--- src/rtl/gpl_pkg.sv ---
// Shared types, key-set tables and reciprocal tables for the gradient palette lookup.
// Used by every gpl_* stage module and by the top level gradient_palette_lookup.
package gpl_pkg;

    localparam int NUM_PRESETS = 7;
    localparam int MAX_KEYS    = 9;
    localparam int NUM_SEGS    = MAX_KEYS - 1;
    localparam int NUM_CHAN    = 3;

    // Quotients are formed as (dividend * recip) >> RECIP_SHIFT.
    localparam int RECIP_SHIFT = 24;
    localparam int RECIP_ONE   = 2 ** RECIP_SHIFT;

    typedef logic [6:0]  pos_t;
    typedef logic [2:0]  sel_t;
    typedef logic [2:0]  seg_t;
    typedef logic [3:0]  key_t;
    typedef logic [23:0] color_t;
    typedef logic [23:0] recip_t;
    typedef logic [15:0] dividend_t;

    localparam pos_t LAST_POS = 7'd99;
    localparam sel_t MAX_PRESET = 3'd6;

    localparam key_t KEY_COUNT [0:NUM_PRESETS-1] = '{
        4'd2, 4'd2, 4'd2, 4'd2, 4'd2, 4'd7, 4'd9
    };

    localparam pos_t KEY_POS [0:NUM_PRESETS-1][0:MAX_KEYS-1] = '{
        '{7'd0, 7'd99, 7'd0,  7'd0,  7'd0,  7'd0,  7'd0,  7'd0,  7'd0},
        '{7'd0, 7'd99, 7'd0,  7'd0,  7'd0,  7'd0,  7'd0,  7'd0,  7'd0},
        '{7'd0, 7'd99, 7'd0,  7'd0,  7'd0,  7'd0,  7'd0,  7'd0,  7'd0},
        '{7'd0, 7'd99, 7'd0,  7'd0,  7'd0,  7'd0,  7'd0,  7'd0,  7'd0},
        '{7'd0, 7'd99, 7'd0,  7'd0,  7'd0,  7'd0,  7'd0,  7'd0,  7'd0},
        '{7'd0, 7'd15, 7'd30, 7'd45, 7'd60, 7'd75, 7'd99, 7'd0,  7'd0},
        '{7'd0, 7'd10, 7'd59, 7'd61, 7'd63, 7'd70, 7'd78, 7'd80, 7'd99}
    };

    localparam color_t KEY_COL [0:NUM_PRESETS-1][0:MAX_KEYS-1] = '{
        '{24'h0000ff, 24'hff0000, 24'h0, 24'h0, 24'h0, 24'h0, 24'h0, 24'h0, 24'h0},
        '{24'hff00ff, 24'h0070ff, 24'h0, 24'h0, 24'h0, 24'h0, 24'h0, 24'h0, 24'h0},
        '{24'hff0000, 24'hffff00, 24'h0, 24'h0, 24'h0, 24'h0, 24'h0, 24'h0, 24'h0},
        '{24'h00ff00, 24'hff00ff, 24'h0, 24'h0, 24'h0, 24'h0, 24'h0, 24'h0, 24'h0},
        '{24'h333333, 24'hffffff, 24'h0, 24'h0, 24'h0, 24'h0, 24'h0, 24'h0, 24'h0},
        '{24'hff0000, 24'hffa500, 24'hffff00, 24'h00f000, 24'h0060ff, 24'h8b00f2,
          24'hee82ee, 24'h0, 24'h0},
        '{24'h000001, 24'h004c75, 24'h0094e3, 24'he0cda9, 24'h72cc00, 24'h298000,
          24'h4f3000, 24'hffffff, 24'hffffff}
    };

    // Reciprocals of 2*d, rounded up, for each gap length d between keys.
    localparam recip_t RECIP_D1  = recip_t'((RECIP_ONE + 2 * 1 - 1) / (2 * 1));
    localparam recip_t RECIP_D6  = recip_t'((RECIP_ONE + 2 * 6 - 1) / (2 * 6));
    localparam recip_t RECIP_D7  = recip_t'((RECIP_ONE + 2 * 7 - 1) / (2 * 7));
    localparam recip_t RECIP_D9  = recip_t'((RECIP_ONE + 2 * 9 - 1) / (2 * 9));
    localparam recip_t RECIP_D14 = recip_t'((RECIP_ONE + 2 * 14 - 1) / (2 * 14));
    localparam recip_t RECIP_D18 = recip_t'((RECIP_ONE + 2 * 18 - 1) / (2 * 18));
    localparam recip_t RECIP_D23 = recip_t'((RECIP_ONE + 2 * 23 - 1) / (2 * 23));
    localparam recip_t RECIP_D48 = recip_t'((RECIP_ONE + 2 * 48 - 1) / (2 * 48));
    localparam recip_t RECIP_D98 = recip_t'((RECIP_ONE + 2 * 98 - 1) / (2 * 98));
    localparam recip_t RECIP_NONE = '0;

    localparam recip_t SEG_RECIP [0:NUM_PRESETS-1][0:NUM_SEGS-1] = '{
        '{RECIP_D98, RECIP_NONE, RECIP_NONE, RECIP_NONE,
          RECIP_NONE, RECIP_NONE, RECIP_NONE, RECIP_NONE},
        '{RECIP_D98, RECIP_NONE, RECIP_NONE, RECIP_NONE,
          RECIP_NONE, RECIP_NONE, RECIP_NONE, RECIP_NONE},
        '{RECIP_D98, RECIP_NONE, RECIP_NONE, RECIP_NONE,
          RECIP_NONE, RECIP_NONE, RECIP_NONE, RECIP_NONE},
        '{RECIP_D98, RECIP_NONE, RECIP_NONE, RECIP_NONE,
          RECIP_NONE, RECIP_NONE, RECIP_NONE, RECIP_NONE},
        '{RECIP_D98, RECIP_NONE, RECIP_NONE, RECIP_NONE,
          RECIP_NONE, RECIP_NONE, RECIP_NONE, RECIP_NONE},
        '{RECIP_D14, RECIP_D14, RECIP_D14, RECIP_D14,
          RECIP_D14, RECIP_D23, RECIP_NONE, RECIP_NONE},
        '{RECIP_D9, RECIP_D48, RECIP_D1, RECIP_D1,
          RECIP_D6, RECIP_D7, RECIP_D1, RECIP_D18}
    };

    // Valid bit offered to a stage and its load enable.
    typedef struct packed {
        logic valid;
        logic load;
    } gpl_ctl_t;

    typedef struct packed {
        pos_t pos;
        sel_t sel;
        seg_t seg;
        logic found;
    } gpl_loc_t;

    typedef struct packed {
        color_t c_lo;
        color_t c_hi;
        pos_t   t;
        pos_t   d;
        recip_t recip;
        logic   direct;
    } gpl_fetch_t;

    typedef struct packed {
        logic [NUM_CHAN-1:0][15:0] dividend;
        recip_t recip;
        color_t color;
        logic   direct;
    } gpl_blend_t;

endpackage

--- src/rtl/gradient_palette_lookup.sv ---
// Top level of the gradient palette lookup: preset register, stage control, assertions.
// Depends on gpl_pkg and the stage modules gpl_locate, gpl_fetch, gpl_blend, gpl_scale.
//
// Usage:
// The input channel (in_valid, in_stall, position) carries one palette position per
// transfer; the output channel (out_valid, out_stall, palette_color) returns its 24-bit
// color, red in the top byte. Results leave in the order the positions came in.
// preset_select is written whenever preset_select_we is high; write it only while no
// lookup is in flight. Values above six select key set zero.
// The pipeline has four register stages: segment search, table read, channel weighting,
// and the reciprocal multiply that also serves as the output register. While
// out_stall is low, one transfer per cycle is sustained in both directions; the
// three multiply banks set the cycle time. While out_stall is high, stages behind
// the output keep filling any empty slot, so in_stall rises only when all four stages
// hold an item. Reset clears every stage's valid bit and sets preset_select to zero.
module gradient_palette_lookup (
    input  logic        clk,
    input  logic        rst_n,
    input  logic        preset_select_we,
    input  logic [3:0]  preset_select,
    input  logic        in_valid,
    output logic        in_stall,
    input  logic [6:0]  position,
    output logic        out_valid,
    input  logic        out_stall,
    output logic [23:0] palette_color
);
    import gpl_pkg::*;

    logic [3:0] preset_select_reg;
    logic       v1;
    logic       v2;
    logic       v3;
    logic       v4;
    logic       rdy1;
    logic       rdy2;
    logic       rdy3;
    logic       rdy4;
    gpl_ctl_t   ctl1;
    gpl_ctl_t   ctl2;
    gpl_ctl_t   ctl3;
    gpl_ctl_t   ctl4;
    gpl_loc_t   loc_data;
    gpl_fetch_t fetch_data;
    gpl_blend_t blend_data;

    always_ff @(posedge clk or negedge rst_n)
    begin
        if (!rst_n)
        begin
            preset_select_reg <= '0;
        end
        else if (preset_select_we)
        begin
            preset_select_reg <= preset_select;
        end
    end

    // A stage may load when it is empty or its item moves on this cycle.
    assign rdy4 = !v4 || !out_stall;
    assign rdy3 = !v3 || rdy4;
    assign rdy2 = !v2 || rdy3;
    assign rdy1 = !v1 || rdy2;

    assign ctl1 = '{valid: in_valid, load: rdy1};
    assign ctl2 = '{valid: v1, load: rdy2};
    assign ctl3 = '{valid: v2, load: rdy3};
    assign ctl4 = '{valid: v3, load: rdy4};

    assign in_stall  = !rdy1;
    assign out_valid = v4;

    gpl_locate u_locate (
        .clk        (clk),
        .rst_n      (rst_n),
        .ctl        (ctl1),
        .position   (position),
        .preset_sel (preset_select_reg),
        .valid      (v1),
        .data       (loc_data)
    );

    gpl_fetch u_fetch (
        .clk   (clk),
        .rst_n (rst_n),
        .ctl   (ctl2),
        .loc   (loc_data),
        .valid (v2),
        .data  (fetch_data)
    );

    gpl_blend u_blend (
        .clk   (clk),
        .rst_n (rst_n),
        .ctl   (ctl3),
        .fetch (fetch_data),
        .valid (v3),
        .data  (blend_data)
    );

    gpl_scale u_scale (
        .clk   (clk),
        .rst_n (rst_n),
        .ctl   (ctl4),
        .blend (blend_data),
        .valid (v4),
        .color (palette_color)
    );

    // Back pressure reaches the input only when every stage is occupied.
    a_stall_full: assert property (@(posedge clk) disable iff (!rst_n)
        in_stall |-> (v1 && v2 && v3 && v4))
        else $error("input stalled while the pipeline has an empty stage");

    // An interpolated segment has a nonzero gap and a reciprocal of 2*d, rounded up.
    a_recip_ok: assert property (@(posedge clk) disable iff (!rst_n)
        (v2 && !fetch_data.direct) |->
        (fetch_data.d != 7'd0) &&
        (32'(fetch_data.recip) * 32'({fetch_data.d, 1'b0}) >= 32'(RECIP_ONE)) &&
        (32'(fetch_data.recip) * 32'({fetch_data.d, 1'b0}) <
         32'(RECIP_ONE) + 32'({fetch_data.d, 1'b0})))
        else $error("reciprocal does not match the segment gap");

    // A blocked weighting stage keeps its item until the output stage frees up.
    a_blend_hold: assert property (@(posedge clk) disable iff (!rst_n)
        (v3 && !rdy3) |=> (v3 && $stable(blend_data)))
        else $error("weighting stage changed while blocked");

endmodule

--- src/rtl/gpl_locate.sv ---
// First pipeline stage: clamps the position, maps the preset and finds the key segment.
// Depends on gpl_pkg for the key tables and stage structs.
module gpl_locate (
    input  logic              clk,
    input  logic              rst_n,
    input  gpl_pkg::gpl_ctl_t ctl,
    input  logic [6:0]        position,
    input  logic [3:0]        preset_sel,
    output logic              valid,
    output gpl_pkg::gpl_loc_t data
);
    import gpl_pkg::*;

    logic                valid_reg;
    gpl_loc_t            data_reg;
    gpl_loc_t            data_next;
    logic [NUM_SEGS-1:0] hit;

    always_comb
    begin
        data_next = '0;
        data_next.pos = (position > LAST_POS) ? LAST_POS : position;
        data_next.sel = (preset_sel > 4'(MAX_PRESET)) ? sel_t'(0) : preset_sel[2:0];
        // A segment starting at key i covers positions below key i+1.
        for (int i = 0; i < NUM_SEGS; i++)
        begin
            hit[i] = (key_t'(i + 1) < KEY_COUNT[data_next.sel]) &&
                     (KEY_POS[data_next.sel][i + 1] > data_next.pos);
        end
        data_next.found = |hit;
        for (int i = NUM_SEGS - 1; i >= 0; i--)
        begin
            if (hit[i])
            begin
                data_next.seg = seg_t'(i);
            end
        end
    end

    always_ff @(posedge clk or negedge rst_n)
    begin
        if (!rst_n)
        begin
            valid_reg <= 1'b0;
        end
        else if (ctl.load)
        begin
            valid_reg <= ctl.valid;
        end
    end

    always_ff @(posedge clk)
    begin
        if (ctl.load && ctl.valid)
        begin
            data_reg <= data_next;
        end
    end

    assign valid = valid_reg;
    assign data  = data_reg;

endmodule

--- src/rtl/gpl_fetch.sv ---
// Second pipeline stage: reads key colors, gap length and reciprocal from the tables.
// Depends on gpl_pkg for the key tables and stage structs.
module gpl_fetch (
    input  logic                clk,
    input  logic                rst_n,
    input  gpl_pkg::gpl_ctl_t   ctl,
    input  gpl_pkg::gpl_loc_t   loc,
    output logic                valid,
    output gpl_pkg::gpl_fetch_t data
);
    import gpl_pkg::*;

    logic       valid_reg;
    gpl_fetch_t data_reg;
    gpl_fetch_t data_next;
    pos_t       kp_lo;
    pos_t       kp_hi;
    key_t       seg_hi;
    key_t       last_key;

    always_comb
    begin
        seg_hi   = key_t'(loc.seg) + 4'd1;
        last_key = KEY_COUNT[loc.sel] - 4'd1;
        kp_lo    = KEY_POS[loc.sel][loc.seg];
        kp_hi    = KEY_POS[loc.sel][seg_hi];
        data_next       = '0;
        data_next.d     = kp_hi - kp_lo - 7'd1;
        data_next.t     = loc.pos - kp_lo;
        data_next.recip = SEG_RECIP[loc.sel][loc.seg];
        if (!loc.found)
        begin
            // Only the last key position reaches here.
            data_next.c_lo   = KEY_COL[loc.sel][last_key];
            data_next.direct = 1'b1;
        end
        else
        begin
            data_next.c_lo   = KEY_COL[loc.sel][loc.seg];
            data_next.c_hi   = KEY_COL[loc.sel][seg_hi];
            data_next.direct = (data_next.d == 7'd0);
        end
    end

    always_ff @(posedge clk or negedge rst_n)
    begin
        if (!rst_n)
        begin
            valid_reg <= 1'b0;
        end
        else if (ctl.load)
        begin
            valid_reg <= ctl.valid;
        end
    end

    always_ff @(posedge clk)
    begin
        if (ctl.load && ctl.valid)
        begin
            data_reg <= data_next;
        end
    end

    assign valid = valid_reg;
    assign data  = data_reg;

endmodule

--- src/rtl/gpl_blend.sv ---
// Third pipeline stage: weights the two key colors per channel into a rounding dividend.
// Depends on gpl_pkg for the stage structs.
module gpl_blend (
    input  logic                clk,
    input  logic                rst_n,
    input  gpl_pkg::gpl_ctl_t   ctl,
    input  gpl_pkg::gpl_fetch_t fetch,
    output logic                valid,
    output gpl_pkg::gpl_blend_t data
);
    import gpl_pkg::*;

    logic                      valid_reg;
    gpl_blend_t                data_reg;
    gpl_blend_t                data_next;
    pos_t                      w_lo;
    logic [NUM_CHAN-1:0][14:0] prod_lo;
    logic [NUM_CHAN-1:0][14:0] prod_hi;
    logic [NUM_CHAN-1:0][14:0] num;

    always_comb
    begin
        w_lo = fetch.d - fetch.t;
        data_next        = '0;
        data_next.recip  = fetch.recip;
        data_next.color  = fetch.c_lo;
        data_next.direct = fetch.direct;
        for (int ch = 0; ch < NUM_CHAN; ch++)
        begin
            prod_lo[ch] = 15'(fetch.c_lo[ch * 8 +: 8]) * 15'(w_lo);
            prod_hi[ch] = 15'(fetch.c_hi[ch * 8 +: 8]) * 15'(fetch.t);
            num[ch]     = prod_lo[ch] + prod_hi[ch];
            // Adding d to twice the numerator makes the later floor round half up.
            data_next.dividend[ch] = {num[ch], 1'b0} + 16'(fetch.d);
        end
    end

    always_ff @(posedge clk or negedge rst_n)
    begin
        if (!rst_n)
        begin
            valid_reg <= 1'b0;
        end
        else if (ctl.load)
        begin
            valid_reg <= ctl.valid;
        end
    end

    always_ff @(posedge clk)
    begin
        if (ctl.load && ctl.valid)
        begin
            data_reg <= data_next;
        end
    end

    assign valid = valid_reg;
    assign data  = data_reg;

endmodule

--- src/rtl/gpl_scale.sv ---
// Last pipeline stage and output register: divides by 2*d through a reciprocal product.
// Depends on gpl_pkg for the stage structs and the reciprocal scale.
module gpl_scale (
    input  logic                clk,
    input  logic                rst_n,
    input  gpl_pkg::gpl_ctl_t   ctl,
    input  gpl_pkg::gpl_blend_t blend,
    output logic                valid,
    output logic [23:0]         color
);
    import gpl_pkg::*;

    logic                      valid_reg;
    color_t                    color_reg;
    color_t                    color_next;
    logic [NUM_CHAN-1:0][39:0] prod;

    always_comb
    begin
        color_next = '0;
        for (int ch = 0; ch < NUM_CHAN; ch++)
        begin
            // The reciprocal is exact for every dividend below 2**16.
            prod[ch] = 40'(blend.dividend[ch]) * 40'(blend.recip);
            color_next[ch * 8 +: 8] = prod[ch][RECIP_SHIFT +: 8];
        end
        if (blend.direct)
        begin
            color_next = blend.color;
        end
    end

    always_ff @(posedge clk or negedge rst_n)
    begin
        if (!rst_n)
        begin
            valid_reg <= 1'b0;
        end
        else if (ctl.load)
        begin
            valid_reg <= ctl.valid;
        end
    end

    always_ff @(posedge clk)
    begin
        if (ctl.load && ctl.valid)
        begin
            color_reg <= color_next;
        end
    end

    assign valid = valid_reg;
    assign color = color_reg;

endmodule
--- config.mk ---
export PLATFORM = sky130hd
export DESIGN_NAME = gradient_palette_lookup
export DESIGN_NICKNAME = d
export VERILOG_FILES = /design/src/rtl/gpl_pkg.sv /design/src/rtl/gradient_palette_lookup.sv /design/src/rtl/gpl_locate.sv /design/src/rtl/gpl_fetch.sv /design/src/rtl/gpl_blend.sv /design/src/rtl/gpl_scale.sv
export SDC_FILE = /design/constraint.sdc
export NUM_CORES = 2
export LEC_CHECK = 0
export BUFFER_PORTS_ARGS = -buffer_cell sky130_fd_sc_hd__buf_2
export CORE_ASPECT_RATIO = 1.2
export CORE_UTILIZATION = 53
export DETAILED_ROUTE_END_ITERATION = 8
export GPL_TIMING_DRIVEN = 1
export PLACE_DENSITY_LB_ADDON = 0.05
export SLEW_MARGIN = 20
export SYNTH_ARGS = -nofsm -noshare
export SYNTH_HDL_FRONTEND = slang
export SYNTH_HIERARCHICAL = 1
export SYNTH_SLANG_ARGS = --single-unit
--- constraint.sdc ---
create_clock -name clk -period 10.4 [get_ports clk]
set_input_delay 2.08 -clock clk [delete_from_list [all_inputs] [get_ports clk]]
set_output_delay 2.08 -clock clk [all_outputs]
set_load 0.005 [all_outputs]
After elaboration in Yosys (flattened, before gate mapping)
Memory sizes are Yosys's and may differ from the RTL's.
Index checks and enable logic that the tools add are counted.
{"block": "totals", "register_bits": 230, "rom_bits": 4336, "word_cells": 147, "memories": 6}
{"block": "classes", "add_sub_neg": 12, "multipliers": 9, "n_lt_le_gt_ge": 24, "mux": 41, "bitwise_logic": 5, "n_reduce_logical": 26}
{"memory": "(name not given)", "words": 8, "word_bits": 216, "rd": 1, "rd_ports_with_merged_regs": 0, "write_ports": 0, "line_no": "gpl_fetch.sv:34", "text": "data_next.c_lo = KEY_COL[loc.sel][last_key];"}
{"memory": "(name not given)", "words": 8, "word_bits": 192, "rd": 1, "rd_ports_with_merged_regs": 0, "write_ports": 0, "line_no": "gpl_fetch.sv:30", "text": "data_next.recip = SEG_RECIP[loc.sel][loc.seg];"}
{"memory": "(name not given)", "words": 8, "word_bits": 63, "rd": 1, "rd_ports_with_merged_regs": 0, "write_ports": 0, "line_no": "gpl_locate.sv:28", "text": "(KEY_POS[data_next.sel][i + 1] > data_next.pos);"}
{"memory": "(name not given)", "words": 8, "word_bits": 63, "rd": 1, "rd_ports_with_merged_regs": 0, "write_ports": 0, "line_no": "gpl_fetch.sv:25", "text": "kp_lo = KEY_POS[loc.sel][loc.seg];"}
{"memory": "(name not given)", "words": 8, "word_bits": 4, "rd": 1, "rd_ports_with_merged_regs": 0, "write_ports": 0, "line_no": "gpl_locate.sv:27", "text": "hit[i] = (key_t'(i + 1) < KEY_COUNT[data_next.sel]) &&"}
{"memory": "(name not given)", "words": 8, "word_bits": 4, "rd": 1, "rd_ports_with_merged_regs": 0, "write_ports": 0, "line_no": "gpl_fetch.sv:24", "text": "last_key = KEY_COUNT[loc.sel] - 4'd1;"}
{"op": "2-to-1 mux 216 bit", "n": 2}
{"op": "2-to-1 mux 192 bit", "n": 2}
{"op": "binary-select mux 24 bit (select 4 bit)", "n": 3}
{"op": "2-to-1 mux 24 bit", "n": 10}
{"op": "2-to-1 mux 63 bit", "n": 2}
{"op": "2-to-1 mux 56 bit", "n": 2}
{"op": "multiplier 16 x 24 -> 32 bit", "n": 3}
{"op": "multiplier 8 x 7 -> 15 bit", "n": 6}
{"op": "binary-select mux 24 bit (select 3 bit)", "n": 1}
{"op": "binary-select mux 7 bit (select 4 bit)", "n": 2}
{"op": "greater-than comparator 7 bit", "n": 8}
{"op": "adder 16 x 7 -> 16 bit", "n": 3}
{"op": "adder 15 bit", "n": 3}
{"op": "2-to-1 mux 7 bit", "n": 5}
{"op": "subtractor 7 bit", "n": 3}
{"op": "< comparator 3 x 4 -> 1 bit, first input constant", "n": 4}
{"op": "2-to-1 mux 4 bit", "n": 4}
{"op": "2-to-1 mux 3 bit", "n": 5}
{"op": ">= comparator 4 bit, second input constant", "n": 3}
{"op": "logical AND 1 bit", "n": 12}
{"op": "inverter 3 -> 4 bit", "n": 3}
{"op": ">= comparator 5 bit, second input constant", "n": 2}
{"op": "inverter 4 -> 5 bit", "n": 2}
{"op": "< comparator 2 x 4 -> 1 bit, first input constant", "n": 2}
{"op": "16 further kinds", "n": 25}

Longest topological paths before layout
{"block": "depth", "depth_word": 15, "depth_mapped": 31, "depth_no_buf": 30}

By module
The synthesis kept the hierarchy.
{"module": "gpl_scale", "n_inst": 1, "cells_per_inst": 3558, "area_per_inst_um2": 31400.1, "seq_area_each_um2": 745.7}
{"module": "gpl_blend", "n_inst": 1, "cells_per_inst": 1576, "area_per_inst_um2": 15772.6, "seq_area_each_um2": 2877.8}
{"module": "gpl_fetch", "n_inst": 1, "cells_per_inst": 713, "area_per_inst_um2": 6053.3, "seq_area_each_um2": 2457.4}
{"module": "gpl_locate", "n_inst": 1, "cells_per_inst": 157, "area_per_inst_um2": 1527.7, "seq_area_each_um2": 445.4}
{"module": "gradient_palette_lookup", "n_inst": 1, "cells_per_inst": 14, "area_per_inst_um2": 178.9, "seq_area_each_um2": 100.1}

Least setup slack after synthesis
OpenSTA, ideal clock, no wires.
{"block": "synth_path", "path_type": "flip-flop to flip-flop", "start": "reg u_fetch.data_reg (netlist bit u_fetch/data[33])", "end": "reg u_blend.data_reg (netlist bit u_blend/data[93]) (data pin)", "arrival_ns": 7.331, "path_slack_ns": 2.809, "path_stages_with_launch": 30, "path_buffers": 2, "synth_period_minus_slack_ns": 7.591, "cell_sequence": "edfxtp_1 > clkbuf_1 > inv_1 > fa_1 > a21oi_1 > nor2_1 > nor2_1 > o21bai_1 > a21oi_1 > xnor2_1 > clkbuf_1 > nand2_1 > fa_1 > inv_1 > fa_1 > fa_1 > fa_1 > fa_1 > inv_1 > fa_1 > inv_1 > ha_1 > or3_1 > o21ai_0 > a311o_1 > and3_1 > nor4_4 > mux2_2 > o21ai_1 > xnor2_1"}
{"item": "from (decl)", "line_no": "gpl_fetch.sv:14", "text": "gpl_fetch_t data_reg;"}
{"item": "from (signal assigned)", "line_no": "gpl_fetch.sv:61", "text": "data_reg <= data_next;"}
{"item": "to (signal assigned)", "line_no": "gpl_blend.sv:54", "text": "data_reg <= data_next;"}
{"item": "to (decl)", "line_no": "gpl_blend.sv:14", "text": "gpl_blend_t data_reg;"}

==> results.txt <==
Run status - complete, no violations
Net count of the finished layout - 7426
Routed via count - 39729
Most instantiated library cell after synthesis - inv_1
Post-layout min period - 8426 ps
Synth top cells by count - 1280 x inv_1, 1083 x fa_1, 898 x nand2_1
Max Cap Viol - 0
Post-CTS Hold Buffers - 0
Reg2Reg Setup Slack - 1970 ps
Sequential share of the synthesized area - 12.06%
Leading area contributor after synthesis - fa_1
Sequential cell area - 6626 um2
Yosys warning count - 6
H-tree levels - 1
Total core area - 103000 um2
Max Buffers Root-to-Sink - 3
Ranking of synthesized cells by area - fa_1 39%, edfxtp_1 12%, ha_1 11%
Chip Width - 295.9 um
Fillers - 9684
Clk slew on worst S/H paths - 70 ps
Worst-skew pair later-pin latency - 560 ps
Initial Utilization - 53.34%
Fin crit share - 81.02%
Final setup fails - 0
Setup TNS - 0 ps
Area occupied by multi-input gates - 42320 um2
Via-to-Cell Ratio - 5.476
CTS sink count - 222
Largest net degree at the start of global routing - 80
Cell Area, Placed - 56350 um2
Row count - 129
Cell mode on critical path - fa_1
Netlist Area Pre-Place - 54930 um2
Prevailing post-synth register cell - edfxtp_1
Setup Crit Path Kind - reg -> reg
Slew @ Worst Pin - 1192 ps
Number of synthesized flops with an enable pin - 214
CTS Buf Count - 23
Worst setup EP type - register
CP max stage cell - edfxtp_1
Largest stage delay, worst path - 860 ps
Max reg flops - 95
Antenna viol nets, final - 0
Ys async rst share - 3.604%
Setup repair bufs after CTS - 0
Area growth, synth to finish - 4.048%
Mapped Cells - 6018
Crit path DAT - 8730 ps
Routed length per instance - 20.68 um
Die H - 354.7 um
Die area - 104900 um2
Placed insts - 7212
Final Util - 55.50%
GRT Overall Usage - 29.91%
Slew HR - 20.54%
Initial antenna violation count - 1
Flops & latches, synth - 222
Non-filler cells in the finished layout - 7255
Layout cells sized above 1 - 3.709%
First-pass GRT wire length - 240900 um
Grt ovf - 0
Final instance area - 57160 um2
HP Class - reg -> reg
RSZ-0062 raised after global routing - false
Top-area cell type share of the netlist area - 39.47%
HPWL reported at the end of detailed placement - 112600 um
Fin. max-slew vios - 0
Met3 Usage GRT - 1.922%
Worst Skew - 21.56 ps
Clock root buffer - clkbuf_16
Crit-path max FO - 25
Syn_area_per_cell - 9.128 um2
1st-iter DRT viols - 2304
Drc violations - 0
Netlist cell types - 94
Detailed Routing Iterations Pass 1 - 7
Port bufs - 41
Hold Vio Cnt, Final - 0
Final Wtd Congestion - 0.9129
Drt total wl - 150000 um
Vias in the first global route - 42778
# resized after CTS - 0
Peak Freq - 118.7 MHz
Ports - 42
TritonCTS clock tree - done
Most Used Layer, Global Route - met2
CP Launch Type - register
Met2 global-route usage - 52.74%
Met1 global-route usage - 38.17%
Critical path required time - 10700 ps
## layout by cell type (no fill, tap or decap), types with 9 or more instances in the layout
cell / instances
a22oi_1: 9
and2_1: 632
xor2_1: 46
fa_1: 1083
a21boi_0: 10
nand2b_1: 33
o21a_1: 22
and3_1: 21
nor2b_1: 32
buf_4: 92
buf_2: 41
xnor2_1: 129
o21bai_1: 11
a211oi_1: 27
a221oi_1: 9
or3_1: 19
inv_1: 1280
nand4_1: 15
clkbuf_16: 23
a31oi_1: 31
o21ai_1: 30
o211ai_1: 15
edfxtp_1: 214
nor2_1: 112
a21o_1: 38
o22ai_1: 10
a21oi_1: 157
nand3_1: 49
o21ai_0: 104
nand2_1: 898
mux2_2: 12
o31ai_1: 18
nor3_1: 31
ha_1: 465
## kinds of logic after synthesis
group,synth area share [%]
adders and majority gates,50.08
buffers and inverters,11.02
DFF,12.06
xor gates and xnor gates,2.941
AOI/OAI and AO/OA,6.690
and+or+nand+nor,16.86
other,0.006827
muxes,0.3371
## layout make-up
cell class | instances | share of cell area, %
Antenna cell | 2 | 0.008756
Multi-Input combinational cell | 4202 | 74.05
Clock buffer | 26 | 1.027
Tap cell | 1375 | 3.010
Sequential cell | 222 | 11.59
Clock inverter | 15 | 0.3415
Inverter | 1280 | 8.406
Timing Repair Buffer | 133 | 1.567
## stage by stage
step,setup WS (ps),hold slack [ps]
4_1_cts,1780,417.5
2_1_floorplan,2809,400.3
3_3_place_gp,1899,402.7
5_1_grt,1367,418.0
6_report,1974,415.4
3_5_place_dp,1828,405.4
## metal layers
layer	wire length, um	part of all wire, %
met5	0	0
met3	6404	4.3
met1	60160	40
met4	6639	4.4
met2	76810	51
## final timing paths
path | startpoint | depth (start not counted) | endpoint
worst max register to register | u_fetch/data[35]$_DFFE_PP_ | 27 | u_blend/data[96]$_DFFE_PP_
worst min register to register | u_fetch/data[7]$_DFFE_PP_ | 0 | u_blend/data[31]$_DFFE_PP_
max in group asynchronous | rst_n | 1 | preset_select_reg[0]$_DFFE_PN0P_
worst max-delay path | u_fetch/data[35]$_DFFE_PP_ | 27 | u_blend/data[96]$_DFFE_PP_
min in group asynchronous | rst_n | 1 | u_scale/valid$_DFFE_PN0P_
worst min-delay path | u_fetch/data[7]$_DFFE_PP_ | 0 | u_blend/data[31]$_DFFE_PP_
## critical path, delay by kind of cell (launching register included)
family | cells | cell delay [ps]
AO/OA/AOI/OAI | 3 | 720
AND/OR/NAND/NOR | 8 | 1270
buffers and inverters | 5 | 340
flip-flops | 1 | 860
XOR/XNOR | 3 | 1160
adder cells (fa/ha/maj) | 8 | 3840
Power is not shown: default switching activity piles up to over one toggle a cycle in this logic, so the estimate is an artifact.
